===== src/sv/two_line_lcd_log_terminal_macros.svh =====
// Assertion helpers shared by the lcdlog modules.
`ifndef TWO_LINE_LCD_LOG_TERMINAL_MACROS_SVH
`define TWO_LINE_LCD_LOG_TERMINAL_MACROS_SVH

// Same-cycle implication, checked out of reset.
`define LCDLOG_ASSERT_NOW(label, ante, cons, msg) \
   label: assert property (@(posedge clock) disable iff (reset) (ante) |-> (cons)) \
      else $error(msg);

// Next-cycle implication, checked out of reset.
`define LCDLOG_ASSERT_NEXT(label, ante, cons, msg) \
   label: assert property (@(posedge clock) disable iff (reset) (ante) |=> (cons)) \
      else $error(msg);

`endif


===== src/sv/lcdlog_pkg.sv =====
package lcdlog_pkg;

   localparam logic [7:0] CMD_SET_ADDR  = 8'h80;
   localparam logic [7:0] LINE_TWO_BASE = 8'h40;
   localparam logic [7:0] CMD_CLEAR     = 8'h01;
   localparam logic [7:0] BLANK         = 8'h20;

   // output byte source
   typedef logic [2:0] sel_type;
   localparam sel_type SEL_CLEAR  = 3'd0;
   localparam sel_type SEL_HEAD1  = 3'd1;
   localparam sel_type SEL_SHADOW = 3'd2;
   localparam sel_type SEL_HEAD2  = 3'd3;
   localparam sel_type SEL_BLANK  = 3'd4;
   localparam sel_type SEL_ADDR   = 3'd5;
   localparam sel_type SEL_DATA   = 3'd6;

   typedef struct packed {
      logic    capture;  // request accepted this cycle
      logic    emit;     // load output register
      logic    last;
      sel_type sel;
      logic    rd_en;    // shadow prefetch
      logic    cnt_clr;
      logic    cnt_inc;
      logic    clear;    // cursor to 0, shadow blank
      logic    scroll;   // cursor to line two start, shadow blank
      logic    advance;  // character written at cursor
   } cmd_type;

   typedef struct packed {
      logic out_busy;
      logic action;
      logic full;
      logic cnt_end;
   } sts_type;

endpackage


===== src/sv/lcdlog_req_if.sv =====
interface lcdlog_req_if;
   logic       valid;
   logic       ready;
   logic       action;
   logic [7:0] character;

   modport source (output valid, output action, output character, input ready);
   modport sink   (input valid, input action, input character, output ready);
endinterface


===== src/sv/lcdlog_rsp_if.sv =====
interface lcdlog_rsp_if;
   logic       valid;
   logic       ready;
   logic       is_data;
   logic [7:0] bus_byte;
   logic       last;

   modport source (output valid, output is_data, output bus_byte, output last, input ready);
   modport sink   (input valid, input is_data, input bus_byte, input last, output ready);
endinterface


===== src/sv/lcdlog_ctrl.sv =====
`include "two_line_lcd_log_terminal_macros.svh"

module lcdlog_ctrl (
   input  logic                clock,
   input  logic                reset,
   input  logic                req_valid,
   output logic                req_ready,
   input  lcdlog_pkg::sts_type sts,
   output lcdlog_pkg::cmd_type cmd
);

   localparam logic [2:0] ST_IDLE   = 3'd0;
   localparam logic [2:0] ST_FIRST  = 3'd1;
   localparam logic [2:0] ST_SHADOW = 3'd2;
   localparam logic [2:0] ST_HEAD2  = 3'd3;
   localparam logic [2:0] ST_BLANK  = 3'd4;
   localparam logic [2:0] ST_ADDR   = 3'd5;
   localparam logic [2:0] ST_DATA   = 3'd6;

   logic [2:0] state_ff, state_in;
   logic       emit_ok;
   logic       final_tx;

   always_comb begin
      emit_ok  = !sts.out_busy;
      final_tx = 1'b0;
      state_in = state_ff;
      cmd      = '0;
      cmd.sel  = lcdlog_pkg::SEL_DATA;

      case (state_ff)
         ST_IDLE: begin
         end
         ST_FIRST: begin
            if (sts.action) begin
               cmd.sel   = lcdlog_pkg::SEL_CLEAR;
               cmd.clear = 1'b1;
               final_tx  = 1'b1;
            end else if (sts.full) begin
               cmd.sel     = lcdlog_pkg::SEL_HEAD1;
               cmd.rd_en   = 1'b1;
               cmd.cnt_clr = 1'b1;
               if (emit_ok) state_in = ST_SHADOW;
            end else begin
               cmd.sel = lcdlog_pkg::SEL_ADDR;
               if (emit_ok) state_in = ST_DATA;
            end
         end
         ST_SHADOW: begin
            cmd.sel   = lcdlog_pkg::SEL_SHADOW;
            cmd.rd_en = 1'b1;
            if (sts.cnt_end) begin
               cmd.cnt_clr = 1'b1;
               if (emit_ok) state_in = ST_HEAD2;
            end else begin
               cmd.cnt_inc = 1'b1;
            end
         end
         ST_HEAD2: begin
            cmd.sel     = lcdlog_pkg::SEL_HEAD2;
            cmd.cnt_clr = 1'b1;
            cmd.scroll  = 1'b1;
            if (emit_ok) state_in = ST_BLANK;
         end
         ST_BLANK: begin
            cmd.sel = lcdlog_pkg::SEL_BLANK;
            if (sts.cnt_end) begin
               cmd.cnt_clr = 1'b1;
               if (emit_ok) state_in = ST_ADDR;
            end else begin
               cmd.cnt_inc = 1'b1;
            end
         end
         ST_ADDR: begin
            cmd.sel = lcdlog_pkg::SEL_ADDR;
            if (emit_ok) state_in = ST_DATA;
         end
         ST_DATA: begin
            cmd.sel     = lcdlog_pkg::SEL_DATA;
            cmd.advance = 1'b1;
            final_tx    = 1'b1;
         end
         default: begin
            state_in = ST_IDLE;
         end
      endcase

      cmd.emit = (state_ff != ST_IDLE) && (state_ff inside {ST_FIRST, ST_SHADOW, ST_HEAD2,
                 ST_BLANK, ST_ADDR, ST_DATA}) && emit_ok;
      cmd.last = final_tx;

      // next request may enter as the last transaction of this one goes out
      req_ready   = !reset && ((state_ff == ST_IDLE) || (final_tx && emit_ok));
      cmd.capture = req_ready && req_valid;

      if (cmd.capture) state_in = ST_FIRST;
      else if (final_tx && emit_ok) state_in = ST_IDLE;
   end

   always_ff @(posedge clock) begin
      if (reset) state_ff <= ST_IDLE;
      else state_ff <= state_in;
   end

   `LCDLOG_ASSERT_NEXT(a_capture_starts, cmd.capture, state_ff == ST_FIRST, "request not started")
   `LCDLOG_ASSERT_NOW(a_ready_when_free, req_ready, state_ff == ST_IDLE || cmd.emit, "ready while busy")
   `LCDLOG_ASSERT_NOW(a_no_emit_busy, sts.out_busy, !cmd.emit, "emit into stalled output")

endmodule


===== src/sv/lcdlog_dp.sv =====
`include "two_line_lcd_log_terminal_macros.svh"

module lcdlog_dp #(
   parameter int LINE_LEN = 16
) (
   input  logic                clock,
   input  logic                reset,
   input  logic                req_action,
   input  logic [7:0]          req_character,
   input  logic                rsp_ready,
   output logic                rsp_valid,
   output logic                rsp_is_data,
   output logic [7:0]          rsp_bus_byte,
   output logic                rsp_last,
   input  lcdlog_pkg::cmd_type cmd,
   output lcdlog_pkg::sts_type sts
);

   localparam int CW = $clog2(2 * LINE_LEN + 1);
   localparam int IW = $clog2(LINE_LEN);

   logic          action_ff;
   logic [7:0]    char_ff;
   logic [CW-1:0] cursor_ff, cursor_in;
   logic [IW-1:0] cnt_ff, cnt_in;
   logic [IW-1:0] rd_addr;
   logic [IW-1:0] wr_col;
   logic          wr_en, rd_en;
   logic          on_line_one;
   logic [LINE_LEN-1:0] vld_ff, vld_in;
   logic [7:0]    shadow_mem [LINE_LEN];
   logic [7:0]    rd_data_ff;
   logic          rd_vld_ff;
   logic          rsp_valid_ff, rsp_valid_in;
   logic          is_data_ff;
   logic [7:0]    byte_ff;
   logic          last_ff;
   logic          is_data_nx;
   logic [7:0]    byte_nx;
   logic [7:0]    addr_off;

   assign on_line_one = cursor_ff < CW'(LINE_LEN);
   assign wr_col      = IW'(cursor_ff - CW'(LINE_LEN));
   assign wr_en       = cmd.emit && cmd.advance && !on_line_one;
   assign rd_en       = cmd.emit && cmd.rd_en;
   assign rd_addr     = cmd.cnt_clr ? '0 : cnt_ff + 1'b1;

   always_ff @(posedge clock) begin
      if (cmd.capture) begin
         action_ff <= req_action;
         char_ff   <= req_character;
      end
   end

   always_comb begin
      cursor_in = cursor_ff;
      cnt_in    = cnt_ff;
      vld_in    = vld_ff;
      if (cmd.emit) begin
         if (cmd.clear) cursor_in = '0;
         else if (cmd.scroll) cursor_in = CW'(LINE_LEN);
         else if (cmd.advance) cursor_in = cursor_ff + 1'b1;
         if (cmd.cnt_clr) cnt_in = '0;
         else if (cmd.cnt_inc) cnt_in = cnt_ff + 1'b1;
         if (cmd.clear || cmd.scroll) vld_in = '0;
      end
      if (wr_en) vld_in[wr_col] = 1'b1;
   end

   always_ff @(posedge clock) begin
      if (reset) begin
         cursor_ff <= '0;
         cnt_ff    <= '0;
         vld_ff    <= '0;
      end else begin
         cursor_ff <= cursor_in;
         cnt_ff    <= cnt_in;
         vld_ff    <= vld_in;
      end
   end

   // line-two shadow; entries without a valid bit read as blank
   always_ff @(posedge clock) begin
      if (wr_en) shadow_mem[wr_col] <= char_ff;
      if (rd_en) begin
         rd_data_ff <= shadow_mem[rd_addr];
         rd_vld_ff  <= vld_ff[rd_addr];
      end
   end

   always_comb begin
      if (on_line_one) addr_off = 8'(cursor_ff);
      else addr_off = 8'(cursor_ff - CW'(LINE_LEN)) + lcdlog_pkg::LINE_TWO_BASE;
   end

   always_comb begin
      is_data_nx = 1'b0;
      byte_nx    = lcdlog_pkg::CMD_CLEAR;
      case (cmd.sel)
         lcdlog_pkg::SEL_CLEAR: begin
            byte_nx = lcdlog_pkg::CMD_CLEAR;
         end
         lcdlog_pkg::SEL_HEAD1: begin
            byte_nx = lcdlog_pkg::CMD_SET_ADDR;
         end
         lcdlog_pkg::SEL_SHADOW: begin
            is_data_nx = 1'b1;
            byte_nx    = rd_vld_ff ? rd_data_ff : lcdlog_pkg::BLANK;
         end
         lcdlog_pkg::SEL_HEAD2: begin
            byte_nx = lcdlog_pkg::CMD_SET_ADDR + lcdlog_pkg::LINE_TWO_BASE;
         end
         lcdlog_pkg::SEL_BLANK: begin
            is_data_nx = 1'b1;
            byte_nx    = lcdlog_pkg::BLANK;
         end
         lcdlog_pkg::SEL_ADDR: begin
            byte_nx = lcdlog_pkg::CMD_SET_ADDR + addr_off;
         end
         lcdlog_pkg::SEL_DATA: begin
            is_data_nx = 1'b1;
            byte_nx    = char_ff;
         end
         default: begin
            byte_nx = lcdlog_pkg::CMD_CLEAR;
         end
      endcase
   end

   always_comb begin
      rsp_valid_in = rsp_valid_ff;
      if (cmd.emit) rsp_valid_in = 1'b1;
      else if (rsp_ready) rsp_valid_in = 1'b0;
   end

   always_ff @(posedge clock) begin
      if (reset) rsp_valid_ff <= 1'b0;
      else rsp_valid_ff <= rsp_valid_in;
   end

   always_ff @(posedge clock) begin
      if (cmd.emit) begin
         is_data_ff <= is_data_nx;
         byte_ff    <= byte_nx;
         last_ff    <= cmd.last;
      end
   end

   assign rsp_valid    = rsp_valid_ff;
   assign rsp_is_data  = is_data_ff;
   assign rsp_bus_byte = byte_ff;
   assign rsp_last     = last_ff;

   assign sts.out_busy = rsp_valid_ff && !rsp_ready;
   assign sts.action   = action_ff;
   assign sts.full     = cursor_ff >= CW'(2 * LINE_LEN);
   assign sts.cnt_end  = cnt_ff == IW'(LINE_LEN - 1);

   `LCDLOG_ASSERT_NOW(a_cursor_range, 1'b1, cursor_ff <= CW'(2 * LINE_LEN), "cursor out of range")
   `LCDLOG_ASSERT_NEXT(a_clear_home, cmd.emit && cmd.clear, cursor_ff == '0 && vld_ff == '0, "clear failed")
   `LCDLOG_ASSERT_NEXT(a_scroll_home, cmd.emit && cmd.scroll, cursor_ff == CW'(LINE_LEN), "scroll cursor")
   `LCDLOG_ASSERT_NOW(a_write_line_two, wr_en, cursor_ff < CW'(2 * LINE_LEN), "write past line two")

endmodule


===== src/sv/two_line_lcd_log_terminal.sv =====
// Ordinary character: address command then data, one per cycle unless the output stalls;
// back-to-back characters overlap, the next request entering as the data goes out.
// Scroll (display full): 2*LINE_LEN+4 transactions, one per cycle unless the output stalls;
// line one comes from the shadow read port. Clear: one transaction. Output is registered.
// Reset: cursor to 0, shadow valid bits cleared at once so line two reads as blanks;
// no clearing pass, requests taken right after reset.
module two_line_lcd_log_terminal #(
   parameter int LINE_LEN = 16
) (
   input  logic                clock,
   input  logic                reset,
   lcdlog_req_if.sink          req_chan,
   lcdlog_rsp_if.source        rsp_chan
);

   lcdlog_pkg::cmd_type cmd;
   lcdlog_pkg::sts_type sts;
   logic                req_ready;

   lcdlog_ctrl u_ctrl (
      .clock     (clock),
      .reset     (reset),
      .req_valid (req_chan.valid),
      .req_ready (req_ready),
      .sts       (sts),
      .cmd       (cmd)
   );

   lcdlog_dp #(
      .LINE_LEN (LINE_LEN)
   ) u_dp (
      .clock         (clock),
      .reset         (reset),
      .req_action    (req_chan.action),
      .req_character (req_chan.character),
      .rsp_ready     (rsp_chan.ready),
      .rsp_valid     (rsp_chan.valid),
      .rsp_is_data   (rsp_chan.is_data),
      .rsp_bus_byte  (rsp_chan.bus_byte),
      .rsp_last      (rsp_chan.last),
      .cmd           (cmd),
      .sts           (sts)
   );

   assign req_chan.ready = req_ready;

endmodule

===== src/flat_wrapper.sv =====
// flat-port wrapper written by rule: the top's interface ports become plain ports
module two_line_lcd_log_terminal_flat 
#(
   parameter int LINE_LEN = 16
)
  (clock, reset, req_chan_valid, req_chan_action, req_chan_character, req_chan_ready, rsp_chan_valid, rsp_chan_is_data, rsp_chan_bus_byte, rsp_chan_last, rsp_chan_ready);
  lcdlog_req_if req_chan_i ();
  lcdlog_rsp_if rsp_chan_i ();
  input  logic clock;
  input  logic reset;
  input wire logic [$bits(req_chan_i.valid)-1:0] req_chan_valid;
  input wire logic [$bits(req_chan_i.action)-1:0] req_chan_action;
  input wire logic [$bits(req_chan_i.character)-1:0] req_chan_character;
  output wire logic [$bits(req_chan_i.ready)-1:0] req_chan_ready;
  output wire logic [$bits(rsp_chan_i.valid)-1:0] rsp_chan_valid;
  output wire logic [$bits(rsp_chan_i.is_data)-1:0] rsp_chan_is_data;
  output wire logic [$bits(rsp_chan_i.bus_byte)-1:0] rsp_chan_bus_byte;
  output wire logic [$bits(rsp_chan_i.last)-1:0] rsp_chan_last;
  input wire logic [$bits(rsp_chan_i.ready)-1:0] rsp_chan_ready;
  assign req_chan_i.valid = req_chan_valid;
  assign req_chan_i.action = req_chan_action;
  assign req_chan_i.character = req_chan_character;
  assign req_chan_ready = req_chan_i.ready;
  assign rsp_chan_valid = rsp_chan_i.valid;
  assign rsp_chan_is_data = rsp_chan_i.is_data;
  assign rsp_chan_bus_byte = rsp_chan_i.bus_byte;
  assign rsp_chan_last = rsp_chan_i.last;
  assign rsp_chan_i.ready = rsp_chan_ready;
  two_line_lcd_log_terminal #(.LINE_LEN(LINE_LEN)) u_core (.clock(clock), .reset(reset), .req_chan(req_chan_i), .rsp_chan(rsp_chan_i));
endmodule

===== config.mk =====
export PLATFORM = sky130hd
export DESIGN_NAME = two_line_lcd_log_terminal_flat
export DESIGN_NICKNAME = d
export VERILOG_FILES = /design/src/sv/lcdlog_pkg.sv /design/src/sv/lcdlog_req_if.sv /design/src/sv/lcdlog_rsp_if.sv /design/src/sv/lcdlog_ctrl.sv /design/src/sv/lcdlog_dp.sv /design/src/sv/two_line_lcd_log_terminal.sv /design/src/flat_wrapper.sv
export VERILOG_INCLUDE_DIRS = /design/src /design/src/sv
export SDC_FILE = /design/constraint.sdc
export NUM_CORES = 1
export LEC_CHECK = 0
export BUFFER_PORTS_ARGS = -buffer_cell sky130_fd_sc_hd__buf_2
export CAP_MARGIN = 10
export CELL_PAD_IN_SITES_DETAIL_PLACEMENT = 2
export CELL_PAD_IN_SITES_GLOBAL_PLACEMENT = 2
export CORE_ASPECT_RATIO = 0.6
export CORE_MARGIN = 1.5
export CORE_UTILIZATION = 40
export CTS_CLUSTER_SIZE = 12
export DETAILED_ROUTE_END_ITERATION = 7
export GPL_ROUTABILITY_DRIVEN = 0
export PLACE_DENSITY = 0.78
export SYNTH_ARGS = -nofsm -noshare
export SYNTH_HDL_FRONTEND = slang
export SYNTH_HIERARCHICAL = 1
export SYNTH_SLANG_ARGS = --single-unit

===== constraint.sdc =====
create_clock -name clock -period 3.2 [get_ports clock]
set_clock_uncertainty 0.2 [all_clocks]
set_input_delay 0.48 -clock clock [delete_from_list [all_inputs] [get_ports clock]]
set_output_delay 0.48 -clock clock [all_outputs]
set_load 0.05 [all_outputs]

==> impl_metrics.csv, run 1 <==
group,metric,value,unit
detailed_routing,postRouteAntennaNets,0,
floorplanning,die_w,188.4,um
floorplanning,initial_core_util,0.4098,
detailed_routing,via_count,5863,
run_status,status,"finished with violations",
global_routing,antenna_found_initial,0,
job,maxCapViolations,0,
timing,max_slew_margin,0.3841,
setup_path,crit_chain,"ha_1 -> and3_2 -> o21a_1 -> a31oi_2 -> o32ai_4 -> nand2b_1 -> buf_12 -> buf_4 -> o22ai_1 -> o32ai_2 -> buf_4 -> mux2_2",
placement,place_area,8969,um2
timing,slew_violations,0,
final_layout,syn2layout_area_growth,19.10,%
setup_path,cpPeakStageDelay,0.34,ns
power,power_density,569.4,nW/um2
power,ir_worst_vdd,0.4244,mV
clock_network,root_buffer,"clkbuf_16",
setup_path,crit_type,"reg -> reg",
floorplanning,fp.dieArea,21510,um2
timing,period_minus_slack,3.219,ns
clock_network,worstSkewPairLatency,0.45,ns
detailed_routing,avgRoutedWirePerCell,28.45,um
logic_synthesis,ys_ff_latch,186,
clock_network,clk_pin_slew_worst_paths,0.07,ns
detailed_routing,drc,0,
setup_path,required,3.20,ns
power,leakage,0.003302,uW
detailed_routing,drt_first_pass_iters,5,
run_status,violations,"setup timing",
floorplanning,coreArea,20120,um2
logic_synthesis,yosysSeqAreaShare,0.6410,
timing,worst_hold_slack,0.02402,ns
global_routing,grt_first_pass_wirelength,40550,um
clock_network,clock_sinks,186,
timing,final-setup-viol-count,1,
timing,setup_ws,-0.01941,ns
setup_path,path_max_fanout,19,
detailed_routing,drt-initial-drc-count,525,
clock_network,cts_tree,"yes",
logic_synthesis,syn-cell-area,8245,um2
global_routing,grt_use_total,0.2647,
clock_network,numCtsBuffers,17,
power,p_total,5592,uW
global_routing,grt_pass1_vias,6063,
placement,place_ws,0.005444,ns
detailed_routing,vias_per_cell,6.001,
placement,numPortBuffers,24,
final_layout,final_nets,709,
floorplanning,ios,25,
clock_network,cts_htree_levels,4,
logic_synthesis,syn_nets,646,
clock_network,clockBufferDepth,2,
final_layout,stdcell_area,9821,um2
setup_path,crit_slowest_cell,"dfxtp_2",
logic_synthesis,ys_warn_count,6,
final_layout,n_antenna_cell,0,
setup_path,worstPathArrival,3.21,ns
timing,hold_viol,0,
floorplanning,rows,40,
logic_synthesis,synth_ff_type,"edfxtp_1",
logic_synthesis,syn_inst,628,
final_layout,final_layout_size_suffix_gt1_frac,0.2571,
global_routing,grt_overflow,0,
detailed_routing,wirelength,27800,um
global_routing,grt_start_max_net_pins,93,
setup_path,endpoint_kind,"register",
timing,clock.fmax,310.6,MHz
logic_synthesis,synth_area_per_cell,13.13,um2
timing,fin_crit_sh,1.006,
setup_path,start_kind,"register",
worst_hold_path,hp-class,"in -> reg",
setup_path,r2r.worst_path.cells,12,
setup_path,critical_path.most_common_cell,"buf_4",
logic_synthesis,synth.distinct_cells,58,
timing,worstMarginPinSlew,0.9238,ns
logic_synthesis,synth_edf_count,156,
worst_hold_path,min_path_cells,1,
floorplanning,die_h,114.2,um
logic_synthesis,synth-async-reset-ratio,0,
placement,dp_hpwl,18210,um
==> routing by layer <==
layer | global-route usage | share of wire | vias up
met2 | 0.4012 | 0.45 | 200
met4 | 0.06667 | 0.012 | 0
li1 | - | - | 2531
met5 | 0 | 0 | -
met1 | 0.3839 | 0.47 | 3104
met3 | 0.06191 | 0.070 | 28
==> path summary, 6_finish.rpt <==
check,from,endpoint,slack (ns)
setup / recovery,u_core/u_dp/cnt_ff[0]$_SDFFE_PP0P_,u_core/u_dp/rd_data_ff[0]$_DFFE_PP_,-0.02
hold / removal,req_chan_character[2],u_core/u_dp/char_ff[2]$_DFFE_PP_,0.02
setup reg to reg,u_core/u_dp/cnt_ff[0]$_SDFFE_PP0P_,u_core/u_dp/rd_data_ff[0]$_DFFE_PP_,-0.02
hold reg to reg,u_core/u_dp/vld_ff[12]$_SDFF_PP0_,u_core/u_dp/vld_ff[12]$_SDFF_PP0_,0.27
==> flip-flops by register name, summed over array words and instances, names as in the netlist <==
name and count:
u_core/u_dp/rsp_bus_byte 8, u_core/u_dp/rsp_last 1, u_core/u_dp/vld_ff 16, u_core/u_dp/cursor_ff 6, u_core/u_dp/char_ff 8, u_core/u_dp/rd_vld_ff 1, u_core/u_dp/shadow_mem 128, u_core/u_dp/rsp_valid 1
u_core/u_dp/rsp_is_data 1, u_core/u_ctrl/state_ff 3, u_core/u_dp/cnt_ff 4, u_core/u_dp/action_ff 1, u_core/u_dp/rd_data_ff 8
==> cell usage after synthesis (5+ instances only) <==
master	number	area (um2)
nor2b_1	26	162.7
nor2_1	37	138.9
nand4_1	5	31.28
o32ai_1	9	78.83
dfxtp_1	30	600.6
buf_2	16	80.08
edfxtp_1	156	4684
a32oi_1	6	52.55
o22ai_1	17	106.4
nor3_1	11	55.05
o21ai_0	17	85.08
nand2b_1	8	50.05
a31oi_1	6	37.54
o32ai_2	8	130.1
mux2i_1	6	60.06
inv_1	13	48.80
buf_6	7	78.83
a22oi_1	6	45.04
nand2_1	34	127.6
and2_1	5	31.28
mux2_2	28	315.3
a211oi_1	49	367.9
buf_4	5	37.54
clkbuf_1	21	78.83
ha_1	5	62.56
a21oi_1	14	70.07
o21a_1	34	255.2
==> area by class of cell <==
class | count | area, um2
fill | 1946 | 10300
tap | 273 | 341.6
inverter | 13 | 48.80
clock buffer | 18 | 429.2
multi-input combinational | 377 | 2754
sequential | 186 | 5288
clock inverter | 14 | 168.9
timing repair buffer | 96 | 790.8
==> cells in the final DEF (no fill, tap or decap), drive strengths merged, types with 5 or more instances in the layout <==
master / count
a211oi: 49
inv: 16
and2: 5
nor2b: 26
o32ai: 17
nor3: 11
nor2: 38
nand2b: 8
a22oi: 6
a32oi: 6
mux2i: 6
clkinvlp: 5
o22ai: 17
clkbuf: 20
nand2: 34
nand4: 5
mux2: 28
a31oi: 6
ha: 5
o21a: 34
a21oi: 14
edfxtp: 156
o21ai: 18
dfxtp: 30
buf: 86
dlygate4sd3: 8
==> cells by family after synthesis <==
group / share of synthesized area
compound gates: 0.1718
flops: 0.6410
simple gates: 0.08817
buf+inv: 0.04067
mux: 0.04552
xor+xnor: 0.005312
fa+ha+maj: 0.007587
==> critical path: cells and delay by family, from the launching register on <==
family | cells | cell delay, ns
and+or+nand+nor | 2 | 0.45
adders and majority gates | 1 | 0.21
DFF | 1 | 0.34
AOI/OAI and AO/OA | 5 | 0.90
buffers and inverters | 3 | 0.58
muxes | 1 | 0.27
==> stage by stage <==
stage          cells  setup TNS, ns    util
3_5_place_dp     932              0  0.4458
5_1_grt          977       -0.08403  0.4881
2_1_floorplan    628         -1.813       -
6_report         977       -0.01941  0.4881
4_1_cts          971              0  0.4800
3_3_place_gp     932              0  0.4458
==> repair_timing <==
item	4_1_cts	5_1_grt
endpoints found under the hold margin	7	1
resized for setup	4	16
pin swaps	0	3
setup buffers	0	3
endpoints found under the setup margin	4	9
gates cloned	0	2
hold buffers	7	1
==> power breakdown <==
part           leakage, uW  switching (uW)  total (uW)  internal [uW]
Sequential         0.00165            53.7        2740           2680
Combinational      0.00137             447         668            221
Clock             0.000279             955        2190           1230
No activity file was read; power rests on OpenSTA's default activity.
==> run 2: changes to the inputs <==
--- a/config.mk
+++ b/config.mk
@@ -6,17 +6,18 @@
 export SDC_FILE = /design/constraint.sdc
 export NUM_CORES = 1
 export LEC_CHECK = 0
+export ABC_AREA = 1
 export BUFFER_PORTS_ARGS = -buffer_cell sky130_fd_sc_hd__buf_2
 export CAP_MARGIN = 10
 export CELL_PAD_IN_SITES_DETAIL_PLACEMENT = 2
 export CELL_PAD_IN_SITES_GLOBAL_PLACEMENT = 2
-export CORE_ASPECT_RATIO = 0.6
+export CORE_ASPECT_RATIO = 2
 export CORE_MARGIN = 1.5
-export CORE_UTILIZATION = 40
-export CTS_CLUSTER_SIZE = 12
+export CORE_UTILIZATION = 36
+export CTS_CLUSTER_SIZE = 20
 export DETAILED_ROUTE_END_ITERATION = 7
 export GPL_ROUTABILITY_DRIVEN = 0
-export PLACE_DENSITY = 0.78
+export PLACE_DENSITY = 0.77
 export SYNTH_ARGS = -nofsm -noshare
 export SYNTH_HDL_FRONTEND = slang
 export SYNTH_HIERARCHICAL = 1
==> run 2 against run 1 <==
The run now ends clean; first-iteration DRC count is 29% lower; maximum frequency is 5.9% higher; setup slack better by 0.18 ns; die area is 15% higher; count of clock-buffer cells in the layout decreased by 1; critical endpoint is now u_core/u_dp/rd_data_ff[6]$_DFFE_PP_.
==> impl_metrics.csv, run 2 <==
group,metric,value,unit
power,switchingPower,2677,uW
final_layout,final_nets,966,
floorplanning,die_h,220.5,um
logic_synthesis,yosys-top-cells-count,"nand2_1, inv_1, edfxtp_1",
setup_path,required,3.32,ns
floorplanning,die_w,111.8,um
power,power_density,734.1,nW/um2
global_routing,antenna_found_initial,0,
setup_path,endpoint_kind,"register",
global_routing,grt_pass1_vias,7581,
final_layout,syn2layout_area_growth,13.96,%
logic_synthesis,ys_ff_latch,186,
timing,final-setup-viol-count,0,
floorplanning,initial_core_util,0.3667,
power,combPwrFrac,0.279,
clock_network,clk_pin_slew_worst_paths,0.08,ns
timing,slew_violations,0,
clock_network,root_buffer,"clkbuf_16",
logic_synthesis,yosysSeqAreaShare,0.6205,
timing,hold_viol,0,
global_routing,grt_first_pass_wirelength,45730,um
run_status,status,"finished clean",
global_routing,grt_start_max_net_pins,66,
worst_hold_path,min_path_cells,1,
global_routing,grt_use_total,0.2571,
logic_synthesis,synth_area_per_cell,9.442,um2
placement,dp_hpwl,21070,um
detailed_routing,via_count,6676,
setup_path,start_kind,"register",
clock_network,cts_setup_buffers,0,
logic_synthesis,synth-async-reset-ratio,0,
logic_synthesis,synth.distinct_cells,32,
detailed_routing,wirelength,30380,um
detailed_routing,postRouteAntennaNets,0,
detailed_routing,avgRoutedWirePerCell,24.42,um
logic_synthesis,synth_ff_type,"edfxtp_1",
power,seqPwrFrac,0.422,
logic_synthesis,netlist.area_leader.share,0.5500,
clock_network,cts_htree_levels,4,
power,power_frac_clock,0.300,
power,ir_worst_vdd,0.4644,mV
power,p_sw_frac,0.3757,
timing,worstMarginPinSlew,0.9637,ns
logic_synthesis,syn_inst,902,
final_layout,most-common-layout-cells,"nand2_1, inv_1, edfxtp_1, nand3_1, nor2_1",
detailed_routing,vias_per_cell,5.367,
placement,numPortBuffers,24,
detailed_routing,drt_first_pass_iters,7,
final_layout,top_regs,"u_core/u_dp/shadow_mem: 128 flops, u_core/u_dp/vld_ff: 16 flops",
timing,setup_ws,0.1589,ns
floorplanning,fp.dieArea,24650,um2
power,p_int,4448,uW
final_layout,n_antenna_cell,0,
timing,max_slew_margin,0.3575,
clock_network,clock_sinks,186,
logic_synthesis,yosysMostFrequentCell,"nand2_1",
setup_path,crit_type,"reg -> reg",
detailed_routing,drt-initial-drc-count,373,
global_routing,grt_overflow,0,
clock_network,worstSkewPairLatency,0.45,ns
setup_path,worstPathArrival,3.16,ns
logic_synthesis,synth_area_leader_cell,"edfxtp_1",
job,maxCapViolations,0,
floorplanning,ios,25,
timing,setup_tns,0,ns
timing,clock.fmax,328.8,MHz
logic_synthesis,syn_nets,920,
detailed_routing,drc,0,
final_layout,largest_reg_flops,128,
logic_synthesis,syn-cell-area,8517,um2
clock_network,numCtsBuffers,17,
floorplanning,rows,79,
worst_hold_path,hp-class,"in -> reg",
timing,rsz0062_at_grt,"no",
final_layout,regMostFlops,"u_core/u_dp/shadow_mem",
setup_path,r2r.worst_path.cells,12,
power,leakage,0.004091,uW
final_layout,n_fill_cell,2517,
setup_path,path_max_fanout,19,
final_layout,final_layout_size_suffix_gt1_frac,0.1249,
clock_network,cts_tree,"yes",
final_layout,postLayoutCoreUtil,0.4178,
timing,period_minus_slack,3.041,ns
final_layout,final_common_cell,"nand2_1",
timing,fin_crit_sh,0.9504,
clock_network,clockBufferDepth,2,
floorplanning,coreArea,23230,um2
logic_synthesis,ys_warn_count,6,
placement,place_ws,0.1442,ns
logic_synthesis,synth_edf_count,156,
setup_path,r2r_setup_slack,0.16,ns
logic_synthesis,synthTopCellsByArea,"edfxtp_1, nand2_1, nand3_1",
==> run 2: final timing paths <==
kind	from	end
worst max register to register	u_core/u_ctrl/state_ff[0]$_SDFFE_PP0P_	u_core/u_dp/rd_data_ff[6]$_DFFE_PP_
worst min register to register	u_core/u_dp/vld_ff[0]$_SDFF_PP0_	u_core/u_dp/vld_ff[0]$_SDFF_PP0_
worst min-delay path	req_chan_character[3]	u_core/u_dp/char_ff[3]$_DFFE_PP_
worst max-delay path	u_core/u_ctrl/state_ff[0]$_SDFFE_PP0P_	u_core/u_dp/rd_data_ff[6]$_DFFE_PP_
==> run 2: power by group through the flow <==
| stage | registers [uW] | logic, uW | clock network (uW) |
|---|---|---|---|
| after floorplan | 3210 | 1110 | 0 |
| after global placement | 3050 | 1890 | 0 |
| after detailed placement | 3060 | 1960 | 0 |
| after CTS | 3010 | 2000 | 2160 |
| after global routing | 3020 | 2130 | 2240 |
| final | 3000 | 1980 | 2140 |
==> run 2: timing repair <==
action | 4_1_cts | 5_1_grt
hold buffers | 8 | 0
endpoints found under the setup margin | 0 | 4
resized for setup | 0 | 2
endpoints found under the hold margin | 8 | 0
==> run 2: cells by family after synthesis <==
kind of cell,after synthesis,synth area share
AO/OA/AOI/OAI,61,0.03981
adder cells (fa/ha/maj),5,0.007345
flip-flops,186,0.6205
buffers and inverters,219,0.1067
AND/OR/NAND/NOR,431,0.2257
==> run 2: worst max-delay path, stage by stage, from the launching register on <==
cell      delay [ns]
dfxtp_1         0.45
inv_2           0.17
nand3_1         0.16
nand2_2         0.11
inv_1           0.05
o211ai_1        0.25
inv_2           0.12
nand3_1         0.13
buf_4           0.30
clkinv_2        0.38
nand3_1         0.32
nand3_1         0.16
nand2_1         0.09
==> run 2: cell type report <==
class,count,area [um2],share of cell area
Clock buffer,17,425.4,0.04383
Clock inverter,15,157.7,0.01624
Inverter,186,709.4,0.07310
Multi-Input combinational cell,497,2337,0.2408
Sequential cell,186,5286,0.5447
Tap cell,283,354.1,0.03648
Timing Repair Buffer,60,435.4,0.04486
==> run 2: metrics by stage <==
stage	cells	total power (uW)	hold slack [ns]	instance area, um2
finish	1244	7125	0.01749	9706
global route	1244	7390	0.008255	9706
CTS	1244	7167	0.008149	9703
detailed placement	1204	5018	0.2641	9040
global placement	1204	4941	0.2507	9040
floorplan	902	4316	0.2393	8523
==> run 2: layer usage <==
metal  vias up  wire length [um]  global-route usage
li1       2998                 -                   -
met1      3399              9912              0.2380
met2       181             17520              0.5081
met3        98               978             0.04081
met4         0              1969              0.1684
met5         -                 0                   0
